[config.mk]
export PLATFORM = sky130hd
export DESIGN_NAME = accel_calibrate_convert
export DESIGN_NICKNAME = d
export VERILOG_FILES = /design/src/hdl/acc_pkg.sv /design/src/hdl/acc_div.sv /design/src/hdl/accel_calibrate_convert.sv
export SDC_FILE = /design/constraint.sdc
export NUM_CORES = 2
export LEC_CHECK = 0
export ABC_CLOCK_PERIOD_IN_PS = 17100
export BUFFER_PORTS_ARGS = -buffer_cell sky130_fd_sc_hd__buf_2
export CAP_MARGIN = 10
export CORE_MARGIN = 2
export CORE_UTILIZATION = 35
export CTS_CLUSTER_DIAMETER = 200
export DETAILED_ROUTE_END_ITERATION = 8
export GPL_TIMING_DRIVEN = 0
export PLACE_DENSITY = 0.48
export SLEW_MARGIN = 20
export SYNTH_ARGS = -nofsm -noshare
export SYNTH_HDL_FRONTEND = slang
export SYNTH_SLANG_ARGS = --single-unit
export TNS_END_PERCENT = 10
[constraint.sdc]
create_clock -name clk_i -period 17.1 [get_ports clk_i]
set_clock_uncertainty 0.05 [all_clocks]
set_input_delay 3.42 -clock clk_i [delete_from_list [all_inputs] [get_ports clk_i]]
set_output_delay 3.42 -clock clk_i [all_outputs]
set_load 0.01 [all_outputs]
[src/hdl/acc_pkg.sv]
package acc_pkg;

  localparam int unsigned CFG_IDX_W  = 3;
  localparam int unsigned CFG_DATA_W = 24;

  localparam logic [CFG_IDX_W-1:0] CFG_LSB_GAIN      = 3'd0;
  localparam logic [CFG_IDX_W-1:0] CFG_CENTER_LEVEL  = 3'd1;
  localparam logic [CFG_IDX_W-1:0] CFG_GRAVITY_SCALE = 3'd2;
  localparam logic [CFG_IDX_W-1:0] CFG_CALIB_COUNT   = 3'd3;
  localparam logic [CFG_IDX_W-1:0] CFG_DEADBAND_X    = 3'd4;
  localparam logic [CFG_IDX_W-1:0] CFG_DEADBAND_Y    = 3'd5;
  localparam logic [CFG_IDX_W-1:0] CFG_DEADBAND_Z    = 3'd6;

  localparam int unsigned GAIN_W    = 24;
  localparam int unsigned CENTER_W  = 16;
  localparam int unsigned GRAVITY_W = 12;
  localparam int unsigned CCOUNT_W  = 11;
  localparam int unsigned DBAND_W   = 15;

  localparam int unsigned CODE_W  = 16;
  localparam int unsigned G_W     = 18;
  localparam int unsigned OUT_W   = 16;
  localparam int unsigned MUL_A_W = 25;
  localparam int unsigned MUL_B_W = 17;
  localparam int unsigned PROD_W  = MUL_A_W + MUL_B_W;
  localparam int unsigned FRAC_W  = 12;

  localparam logic signed [31:0] ONE_G = 32'sd4096;

  typedef logic signed [G_W-1:0]   g_t;
  typedef logic signed [OUT_W-1:0] out_t;

  localparam g_t G_MAX = 18'sd131071;
  localparam g_t G_MIN = -18'sd131072;

  function automatic g_t clamp_g(input logic signed [31:0] v);
    g_t r;
    if (v > 32'sd131071) begin
      r = G_MAX;
    end else if (v < -32'sd131072) begin
      r = G_MIN;
    end else begin
      r = v[G_W-1:0];
    end
    return r;
  endfunction

  function automatic out_t sat_out(input logic signed [31:0] v);
    out_t r;
    if (v > 32'sd32767) begin
      r = 16'sh7fff;
    end else if (v < -32'sd32768) begin
      r = 16'sh8000;
    end else begin
      r = v[OUT_W-1:0];
    end
    return r;
  endfunction

endpackage

[src/hdl/acc_div.sv]
module acc_div #(
  parameter int unsigned DVD_W = 29,
  parameter int unsigned DVS_W = 11
) (
  input  logic             clk_i,
  input  logic             rst_ni,
  input  logic             start_i,
  input  logic [DVD_W-1:0] dividend_i,
  input  logic [DVS_W-1:0] divisor_i,
  output logic             done_o,
  output logic [DVD_W-1:0] quot_o
);

  localparam int unsigned STEP_W = $clog2(DVD_W + 1);

  logic [DVD_W-1:0]  a_q;
  logic [DVS_W-1:0]  rem_q;
  logic [STEP_W-1:0] cnt_q;
  logic              done_q;
  logic [DVS_W:0]    trial;
  logic [DVS_W:0]    rem_nxt;
  logic              ge;

  // Restoring division, one quotient bit per cycle; the divisor is held by the caller.
  assign trial   = {rem_q, a_q[DVD_W-1]};
  assign ge      = trial >= {1'b0, divisor_i};
  assign rem_nxt = ge ? (trial - {1'b0, divisor_i}) : trial;

  always_ff @(posedge clk_i or negedge rst_ni) begin
    if (!rst_ni) begin
      cnt_q  <= '0;
      done_q <= 1'b0;
    end else begin
      done_q <= 1'b0;
      if (start_i) begin
        cnt_q <= STEP_W'(DVD_W);
      end else if (cnt_q != '0) begin
        cnt_q  <= cnt_q - STEP_W'(1);
        done_q <= (cnt_q == STEP_W'(1));
      end
    end
  end

  always_ff @(posedge clk_i) begin
    if (start_i) begin
      a_q   <= dividend_i;
      rem_q <= '0;
    end else if (cnt_q != '0) begin
      a_q   <= {a_q[DVD_W-2:0], ge};
      rem_q <= rem_nxt[DVS_W-1:0];
    end
  end

  assign done_o = done_q;
  assign quot_o = a_q;

endmodule

[src/hdl/accel_calibrate_convert.sv]
// Measurement item: for each axis in turn the states MUL1, GVAL, MUL2 and SCALE, then OUT
// issues the result. Calibration item that does not complete the count: MUL1 and GVAL per
// axis, then CNT, no result. Completing calibration item: after CNT, the bit-serial divider
// averages each axis sum in turn (DSTART, DWAIT), then OUT. No new item is taken until IDLE.
// A stalled result holds the block until it is taken. One shared multiplier serves both multiplies.
// Reset (asynchronous, active low) restores register defaults, clears sums, count and offsets.
module accel_calibrate_convert #(
  parameter int unsigned ADC_BITS  = 12,
  parameter int unsigned CALIB_MAX = 1024
) (
  input  logic                            clk_i,
  input  logic                            rst_ni,
  input  logic                            cfg_we_i,
  input  logic [acc_pkg::CFG_IDX_W-1:0]   cfg_idx_i,
  input  logic [acc_pkg::CFG_DATA_W-1:0]  cfg_wdata_i,
  input  logic                            in_valid_i,
  output logic                            in_stall_o,
  input  logic                            mode_i,
  input  logic [ADC_BITS-1:0]             raw_x_i,
  input  logic [ADC_BITS-1:0]             raw_y_i,
  input  logic [ADC_BITS-1:0]             raw_z_i,
  output logic                            out_valid_o,
  input  logic                            out_stall_i,
  output logic                            calib_done_o,
  output logic signed [acc_pkg::OUT_W-1:0] accel_x_o,
  output logic signed [acc_pkg::OUT_W-1:0] accel_y_o,
  output logic signed [acc_pkg::OUT_W-1:0] accel_z_o
);

  import acc_pkg::*;

  localparam int unsigned CNT_W = $clog2(CALIB_MAX + 1);
  localparam int unsigned SUM_W = G_W + 1 + $clog2(CALIB_MAX);

  localparam logic [3:0] S_IDLE   = 4'd0;
  localparam logic [3:0] S_MUL1   = 4'd1;
  localparam logic [3:0] S_GVAL   = 4'd2;
  localparam logic [3:0] S_MUL2   = 4'd3;
  localparam logic [3:0] S_SCALE  = 4'd4;
  localparam logic [3:0] S_CNT    = 4'd5;
  localparam logic [3:0] S_DSTART = 4'd6;
  localparam logic [3:0] S_DWAIT  = 4'd7;
  localparam logic [3:0] S_OUT    = 4'd8;

  localparam logic [1:0] AXIS_X = 2'd0;
  localparam logic [1:0] AXIS_Z = 2'd2;

  logic [3:0] state_q, state_d;
  logic [1:0] axis_q;
  logic       mode_q;

  logic [GAIN_W-1:0]    lsb_gain_q;
  logic [CENTER_W-1:0]  center_q;
  logic [GRAVITY_W-1:0] gravity_q;
  logic [CCOUNT_W-1:0]  calib_count_q;
  logic [DBAND_W-1:0]   dband_q [3];

  logic signed [SUM_W-1:0] sum_q [3];
  g_t                      offset_q [3];
  logic [CNT_W-1:0]        seen_q;
  logic [CNT_W-1:0]        seen_inc;
  logic [CNT_W-1:0]        dvs_q;
  logic [CNT_W-1:0]        need;

  logic [CODE_W-1:0]        raw_q [3];
  logic signed [PROD_W-1:0] p_q;
  g_t                       g_q;
  out_t                     res_q [3];

  logic                calib_done_q;
  out_t                accel_q [3];
  logic                out_valid_q;
  logic                out_free;
  logic                in_accept;

  logic signed [MUL_A_W-1:0] mul_a;
  logic signed [MUL_B_W-1:0] mul_b;
  logic signed [PROD_W-1:0]  prod;
  logic signed [G_W:0]       diff;
  logic signed [31:0]        gv;
  g_t                        g_val;
  logic signed [31:0]        a32;
  logic signed [31:0]        db32;
  out_t                      meas_res;

  logic [SUM_W-1:0] sum_sel;
  logic [SUM_W-1:0] sum_abs;
  logic             div_start;
  logic             div_done;
  logic [SUM_W-1:0] quot;
  logic [G_W-1:0]   quot_neg;
  g_t               offs;

  assign in_accept = in_valid_i && !in_stall_o;
  assign in_stall_o = (state_q != S_IDLE);
  assign out_free = !out_valid_q || !out_stall_i;
  assign seen_inc = seen_q + CNT_W'(1);

  always_comb begin
    if (calib_count_q == '0) begin
      need = CNT_W'(1);
    end else if (32'(calib_count_q) > CALIB_MAX) begin
      need = CNT_W'(CALIB_MAX);
    end else begin
      need = CNT_W'(calib_count_q);
    end
  end

  // Shared multiplier: raw code times gain, or offset-corrected g times gravity scale.
  assign diff = (G_W+1)'(g_q) - (G_W+1)'(offset_q[axis_q]);
  always_comb begin
    if (state_q == S_MUL2) begin
      mul_a = MUL_A_W'(diff);
      mul_b = $signed(MUL_B_W'({1'b0, gravity_q}));
    end else begin
      mul_a = $signed({1'b0, lsb_gain_q});
      mul_b = $signed({1'b0, raw_q[axis_q]});
    end
  end
  assign prod = mul_a * mul_b;

  assign gv = $signed({4'b0, p_q[39:FRAC_W]}) - $signed({16'b0, center_q})
              - ((axis_q == AXIS_Z) ? ONE_G : 32'sd0);
  assign g_val = clamp_g(gv);

  assign a32  = 32'($signed(p_q[PROD_W-1:FRAC_W]));
  assign db32 = $signed({17'b0, dband_q[axis_q]});
  assign meas_res = ((a32 <= db32) && (a32 >= -db32)) ? '0 : sat_out(a32);

  assign sum_sel   = sum_q[axis_q];
  assign sum_abs   = sum_sel[SUM_W-1] ? (~sum_sel + SUM_W'(1)) : sum_sel;
  assign div_start = (state_q == S_DSTART);
  assign quot_neg  = ~quot[G_W-1:0] + G_W'(1);

  always_comb begin
    if (sum_sel[SUM_W-1]) begin
      offs = (quot > SUM_W'(131072)) ? G_MIN : $signed(quot_neg);
    end else begin
      offs = (quot > SUM_W'(131071)) ? G_MAX : $signed(quot[G_W-1:0]);
    end
  end

  acc_div #(
    .DVD_W (SUM_W),
    .DVS_W (CNT_W)
  ) u_div (
    .clk_i      (clk_i),
    .rst_ni     (rst_ni),
    .start_i    (div_start),
    .dividend_i (sum_abs),
    .divisor_i  (dvs_q),
    .done_o     (div_done),
    .quot_o     (quot)
  );

  always_comb begin
    state_d = state_q;
    unique case (state_q)
      S_IDLE:   if (in_accept) state_d = S_MUL1;
      S_MUL1:   state_d = S_GVAL;
      S_GVAL: begin
        if (!mode_q) begin
          state_d = S_MUL2;
        end else if (axis_q == AXIS_Z) begin
          state_d = S_CNT;
        end else begin
          state_d = S_MUL1;
        end
      end
      S_MUL2:   state_d = S_SCALE;
      S_SCALE:  state_d = (axis_q == AXIS_Z) ? S_OUT : S_MUL1;
      S_CNT:    state_d = (seen_inc >= need) ? S_DSTART : S_IDLE;
      S_DSTART: state_d = S_DWAIT;
      S_DWAIT: begin
        if (div_done) state_d = (axis_q == AXIS_Z) ? S_OUT : S_DSTART;
      end
      S_OUT:    if (out_free) state_d = S_IDLE;
      default:  state_d = S_IDLE;
    endcase
  end

  always_ff @(posedge clk_i or negedge rst_ni) begin
    if (!rst_ni) begin
      state_q       <= S_IDLE;
      axis_q        <= AXIS_X;
      mode_q        <= 1'b0;
      seen_q        <= '0;
      dvs_q         <= '0;
      out_valid_q   <= 1'b0;
      lsb_gain_q    <= 24'd45100;
      center_q      <= 16'd22528;
      gravity_q     <= 12'd2511;
      calib_count_q <= 11'd100;
      dband_q[0]    <= 15'd179;
      dband_q[1]    <= 15'd230;
      dband_q[2]    <= 15'd26;
      for (int i = 0; i < 3; i++) begin
        sum_q[i]    <= '0;
        offset_q[i] <= '0;
      end
    end else begin
      state_q <= state_d;
      if (cfg_we_i) begin
        unique case (cfg_idx_i)
          CFG_LSB_GAIN:      lsb_gain_q    <= cfg_wdata_i;
          CFG_CENTER_LEVEL:  center_q      <= cfg_wdata_i[CENTER_W-1:0];
          CFG_GRAVITY_SCALE: gravity_q     <= cfg_wdata_i[GRAVITY_W-1:0];
          CFG_CALIB_COUNT:   calib_count_q <= cfg_wdata_i[CCOUNT_W-1:0];
          CFG_DEADBAND_X:    dband_q[0]    <= cfg_wdata_i[DBAND_W-1:0];
          CFG_DEADBAND_Y:    dband_q[1]    <= cfg_wdata_i[DBAND_W-1:0];
          CFG_DEADBAND_Z:    dband_q[2]    <= cfg_wdata_i[DBAND_W-1:0];
          default: ;
        endcase
      end
      if (state_q == S_OUT && out_free) begin
        out_valid_q <= 1'b1;
      end else if (out_valid_q && !out_stall_i) begin
        out_valid_q <= 1'b0;
      end
      unique case (state_q)
        S_IDLE: begin
          if (in_accept) begin
            mode_q <= mode_i;
            axis_q <= AXIS_X;
            if (!mode_i) begin
              seen_q <= '0;
              for (int i = 0; i < 3; i++) begin
                sum_q[i] <= '0;
              end
            end
          end
        end
        S_GVAL: begin
          if (mode_q) begin
            sum_q[axis_q] <= sum_q[axis_q] + SUM_W'(g_val);
            if (axis_q != AXIS_Z) axis_q <= axis_q + 2'd1;
          end
        end
        S_SCALE: begin
          if (axis_q != AXIS_Z) axis_q <= axis_q + 2'd1;
        end
        S_CNT: begin
          if (seen_inc >= need) begin
            dvs_q  <= seen_inc;
            seen_q <= '0;
            axis_q <= AXIS_X;
          end else begin
            seen_q <= seen_inc;
          end
        end
        S_DWAIT: begin
          if (div_done) begin
            offset_q[axis_q] <= offs;
            sum_q[axis_q]    <= '0;
            if (axis_q != AXIS_Z) axis_q <= axis_q + 2'd1;
          end
        end
        default: ;
      endcase
    end
  end

  always_ff @(posedge clk_i) begin
    if (in_accept) begin
      raw_q[0] <= CODE_W'(raw_x_i);
      raw_q[1] <= CODE_W'(raw_y_i);
      raw_q[2] <= CODE_W'(raw_z_i);
    end
    if (state_q == S_MUL1 || state_q == S_MUL2) begin
      p_q <= prod;
    end
    if (state_q == S_GVAL) begin
      g_q <= g_val;
    end
    if (state_q == S_SCALE) begin
      res_q[axis_q] <= meas_res;
    end
    if (state_q == S_DWAIT && div_done) begin
      res_q[axis_q] <= sat_out(32'(offs));
    end
    if (state_q == S_OUT && out_free) begin
      calib_done_q <= mode_q;
      accel_q[0]   <= res_q[0];
      accel_q[1]   <= res_q[1];
      accel_q[2]   <= res_q[2];
    end
  end

  assign out_valid_o  = out_valid_q;
  assign calib_done_o = calib_done_q;
  assign accel_x_o    = accel_q[0];
  assign accel_y_o    = accel_q[1];
  assign accel_z_o    = accel_q[2];

`ifndef SYNTHESIS
  a_no_instant_result: assert property (@(posedge clk_i) disable iff (!rst_ni)
    in_accept |=> !$rose(out_valid_q))
    else $error("result appeared in the cycle after an item was taken");

  a_div_done_in_wait: assert property (@(posedge clk_i) disable iff (!rst_ni)
    div_done |-> (state_q == S_DWAIT))
    else $error("divider finished outside the averaging step");

  a_calib_count_cleared: assert property (@(posedge clk_i) disable iff (!rst_ni)
    ($rose(out_valid_q) && calib_done_q) |-> (seen_q == '0))
    else $error("calibration result issued with count not cleared");

  a_div_nonzero: assert property (@(posedge clk_i) disable iff (!rst_ni)
    div_start |-> (dvs_q != '0))
    else $error("divider started with a zero divisor");
`endif

endmodule
Word-level counts from Yosys, hierarchy flattened
Memory sizes are Yosys's and may differ from the RTL's. Cells that the tools add are included.

Flip-flop bits (word level): 386. RAM bits: 132. Memories: 3.

Memory list: accel_q (depth 3, bits a word 16, read ports 3, clocked after Yosys merged registers in 0, wr ports 3, line accel_calibrate_convert.sv:71) `out_t accel_q [3];`; res_q (depth 3, bits a word 16, read ports 3, clocked after Yosys merged registers in 0, wr ports 1, line accel_calibrate_convert.sv:68) `out_t res_q [3];`; raw_q (depth 3, bits a word 12, read ports 1, clocked after Yosys merged registers in 0, wr ports 3, line accel_calibrate_convert.sv:65) `logic [CODE_W-1:0] raw_q [3];`.

Add/subtract/negate cells: 11. $mul: 1. $lt $le $gt $ge: 15. Eq/ne operators: 23. Muxes and demuxes: 74. Bitwise logic cells: 6. Reduce and logical (&&, ||, !) cells: 35.

Operators by type and width (count): $mux 87 (4); $pmux 87 s3 (1); $mux 29 (6); $mux 18 (8); $mux 16 (8); $and 87x87->87 (1); $bwmux 87 (1); $not 87->87 (1); $mux 11 (6); $bmux 29 s2 (1); $demux 29 s2 (1); $bwmux 54 (1); $mul 25x17->42 (1); $bmux 18 s2 (1); $demux 18 s2 (1); $pmux 4 s9 (1); $ge 30x32->1 (1); $neg 15->32 (1); $bmux 15 s2 (1); $gt 30x16->1 const B (1); $gt 30x18->1 const B (1); $le 30x16->1 (1); $lt 30x16->1 const B (1); $lt 30x18->1 const B (1); 57 further kinds (114).

Depth between registers and ports, before layout
Word-level depth: 10. Mapped depth: 60. Depth with buffers taken out: 52.

Hierarchy
From an unflattened synthesis, not the netlist that was laid out.

Cells, all modules: 4003. Area, all modules: 39128.8 µm².

Modules (own cells, without submodules): accel_calibrate_convert (times used 1, cells each 3749, area each 36412.4 µm²); acc_div (times used 1, cells each 254, area each 2716.4 µm²).

Worst setup path before layout
Ideal clock, no wire load.

Path kind: register -> register. Start: register axis_q[1]. End: register p_q[39] (data pin). Setup time: 260 ps. Arrival: 13837 ps. Data required time: 16790 ps. Path slack: 2953 ps. Cell stages (with the launch flop): 58. Path buffers: 10. Cells stage by stage: dfrtp_1 > clkbuf_1 > clkbuf_1 > clkbuf_1 > clkbuf_1 > clkbuf_1 > clkbuf_1 > clkbuf_1 > buf_1 > clkbuf_1 > mux2i_1 > o21ai_0 > ha_1 > inv_1 > fa_1 > a21o_1 > a21oi_1 > o21ai_0 > [22 not listed] > fa_1 > inv_1 > fa_1 > inv_1 > ha_1 > and3_1 > a31oi_1 > o21ai_0 > a41oi_1 > o211a_1 > o31ai_1 > o41ai_1 > nor2b_1 > o21a_1 > o21a_1 > o21ai_0 > nor2b_1 > xnor2_1.

Longest elaborated chain between the ends: 7.

Ends and longest elaborated chain: start, declared (line accel_calibrate_convert.sv:49) `logic [1:0] axis_q;`; start signal, assigned (line accel_calibrate_convert.sv:236) `if (axis_q != AXIS_Z) axis_q <= axis_q + 2'd1;`; start signal, assigned (line accel_calibrate_convert.sv:240) `if (axis_q != AXIS_Z) axis_q <= axis_q + 2'd1;`; start signal, assigned (line accel_calibrate_convert.sv:255) `if (axis_q != AXIS_Z) axis_q <= axis_q + 2'd1;`; $not 2->3 (implied by the code) (line accel_calibrate_convert.sv:110) `assign diff = (G_W+1)'(g_q) - (G_W+1)'(offset_q[axis_q]);`; $bmux 18 s2 (line accel_calibrate_convert.sv:110); $mux 18 (implied by the code) (2 in series) (line accel_calibrate_convert.sv:110); $sub 18x18->19 (line accel_calibrate_convert.sv:110); $mux 25 (line accel_calibrate_convert.sv:112) `if (state_q == S_MUL2) begin`; $mul 25x17->42 * (line accel_calibrate_convert.sv:120) `assign prod = mul_a * mul_b;`; named net prod[39] (line accel_calibrate_convert.sv:78) `logic signed [PROD_W-1:0] prod;`; end signal, assigned (line accel_calibrate_convert.sv:270) `p_q <= prod;`; end, declared (line accel_calibrate_convert.sv:66) `logic signed [PROD_W-1:0] p_q;`.

The timed path passes the listed nets; every way through them passes the cells marked *. The select of a mux whose other input is x is not followed. A chain may end at the register's enable or synchronous reset.

Worst setup path after layout
Same ends and word-level chain as after synthesis.

==> results.txt <==
Row Count: 121
number of synthesized flops with an enable pin: 210
YS warnings: 0
Worst Setup End Kind: flip-flop
Post-Route WL: 118000 um
Max Freq: 0.0627 GHz
top post-synthesis cells by area: dfrtp_1, edfxtp_1, fa_1, ha_1, nand2_1
DR WL/cell: 21.2 um
minimum clock period: 15960 ps
DP Wirelength: 94100 um
CTS H-Tree Depth: 2
CTS tree: built
Tot GR Track Use: 0.212
CTS max path bufs: 3
routability cong.: 0.886
Async SR Flop Fraction: 0.563
cell with the most instances on the worst path: o21ai_0
largest net degree at the start of global routing: 81
Synth Area in XOR/XNOR: 0.0305
Worst Tran Pin Value: 1130 ps
Skew-Pair Late Insertion Delay: 670 ps
GR Util met2: 0.323
Post-CTS Hold Buffers: 0
final hold vios: 0
critical path's top delay family: compound AO/OA/AOI/OAI gates
register area share after synthesis: 0.357
Critical Path RT: 17420 ps
Slew HR: 0.240
Largest stage delay, worst path: 850 ps
RR Endpoint: p_q[39]
area growth from synthesis to layout: 12.4%
Max-Cap Viols: 0
total grt overflow: 0
Min-Delay Path Class: reg2reg
Die Height: 335 um
cell taking the most area after synthesis: dfrtp_1
buffer and inverter count on the worst path: 10
# IOs: 120
M3 GR Usage: 0.0307
number of routed nets with antenna violations: 0
crit start category: flip-flop
Hold WS: 367 ps
end of the worst hold path: accel_q[0][38]
Most Crowded Layer GR: met2
hold path start: res_q[2][6]
largest family of logic cells by synthesized area: adder cells
# DRC: 0
Core Box Area: 0.109 mm^2
fin. max-slew vios: 0
Worst R2R Start: axis_q[1]
count of input and output buffers: 117
Setup CP Type: reg2reg
synthesized netlist net count: 4540
share of cells above drive strength 1: 0.103
Adder-Cell Fraction of Synth Area: 0.228
1st-pass router iterations: 6
Initial Util: 0.353
synthesized area per cell: 9.76 um^2
Post-Synth Simple-Gate Area: 0.135
die footprint: 0.112 mm^2
Yosys reg bits: 506
Iteration-0 DRC Markers: 1880
Hold Path Cell Cnt: 0
synth unique cells: 92
RSZ-0062 raised after global routing: false
commonest non-fill, non-tap cell in the layout: nand2_1
via count: 29100
worst reg2reg path depth: 53
mapped cell area: 0.0384 mm^2
R2R Setup Slk: 1140 ps
Clock Sinks: 506
ys flop type: dfrtp_1
number of global-route vias before repair: 29000
Reg clk slew, reported paths: 70 ps
period utilization: 0.933
Finish-stage setup viols: 0
Num CTS Buffers: 58
top cell type's share of synthesized area: 0.164
Worst path slowest cell: buf_4
Die Width: 335 um
Compound-Gate Fraction of Synth Area: 0.137
met1 Track Usage GR: 0.315
initial antenna violation count: 5
cell count after synthesis: 3936
Total Nets Final: 4723
global-route wire length before repair: 181000 um
Vias/cell: 5.21
Arrival @ worst endpoint: 16280 ps
status: completed
post-synthesis mux area share: 0.0496
Clock Tree Root: clkbuf_16
crit-path max FO: 46
most frequent cells in the layout: nand2_1, inv_1, fa_1, o21ai_0, ha_1
[worst max path at each step]
stage	endpoint	cells after the start	slack [ps]	startpoint
floorplan	p_q[39]	57	2950	axis_q[1]
global placement	p_q[39]	57	-2600	axis_q[1]
detailed placement	p_q[39]	57	-2150	axis_q[1]
CTS	p_q[39]	53	180	axis_q[1]
global route	p_q[39]	54	80	axis_q[1]
finish	p_q[39]	53	1140	axis_q[1]
[synthesized netlist by cell type (16+ instances only)]
library cell and n:
a211oi_1 17, a21o_1 57, a21oi_1 215, a22o_1 70, a31oi_1 16, and2_1 70
and3_1 26, clkbuf_1 142, dfrtp_1 252, dfstp_2 33, edfxtp_1 210, fa_1 276
ha_1 259, inv_1 468, mux2_2 99, mux2i_1 79, nand2_1 485, nand2b_1 38
nand3_1 39, nand4_1 31, nor2_1 246, nor2b_1 42, nor3_1 46, o21a_1 32
o21ai_0 262, o21ai_1 18, o22ai_1 19, o31ai_1 16, or3_1 33, xnor2_1 91
xor2_1 43
[metrics by stage]
step,cells,setup TNS [ps],util,setup slack [ps],instance area (um^2)
6_report,5586,0,0.397,1140,43200
5_1_grt,5582,0,0.396,78.3,43200
3_3_place_gp,5467,-29300,0.375,-2600,40800
3_5_place_dp,5479,-20360,0.377,-2150,41100
2_1_floorplan,3936,0,-,2950,38400
4_1_cts,5585,0,0.396,179,43200
[final cells by class]
type	count	area, um^2
Buffer	157	644
Tap cell	1414	1770
Timing Repair Buffer	129	822
Clock buffer	70	1540
Antenna cell	4	10.0
Fill cell	10900	65700
Sequential cell	506	13700
Clock inverter	39	573
Multi-Input combinational cell	2797	22400
Inverter	470	1760
[cells by family (layout without fill, tap and decap cells)]
kind of cell / after synthesis / count (layout)
AOI/OAI and AO/OA: 827 / 827
xor gates and xnor gates: 134 / 134
adders and majority gates: 535 / 535
buffers and inverters: 633 / 865
DFF: 506 / 506
muxes: 178 / 178
other: 0 / 4
and+or+nand+nor: 1123 / 1123
[repair_timing]
item | in CTS | in global routing
setup buffers | 0 | 0
resized for setup | 4 | 14
setup endpoints to repair | 17 | 6
[routing by layer]
metal | vias to the layer above | part of all wire
met5 | - | 0.00011
li1 | 13800 | -
met1 | 14500 | 0.48
met3 | 118 | 0.056
met2 | 708 | 0.44
met4 | 2 | 0.021
[flip-flops by register name, summed over array words and instances, names as in the netlist, 12 cells and up]
name	flops
center_q	16
gravity_q	12
g_q	18
lsb_gain_q	24
raw_q	36
p_q	30
res_q	48
u_div.quot_o	29
dband_q	45
sum_q	87
offset_q	54
accel_q	48
Power is left out: the tool's default activity adds up to more than one toggle a clock period on the data nets, which glitch-free logic cannot reach.
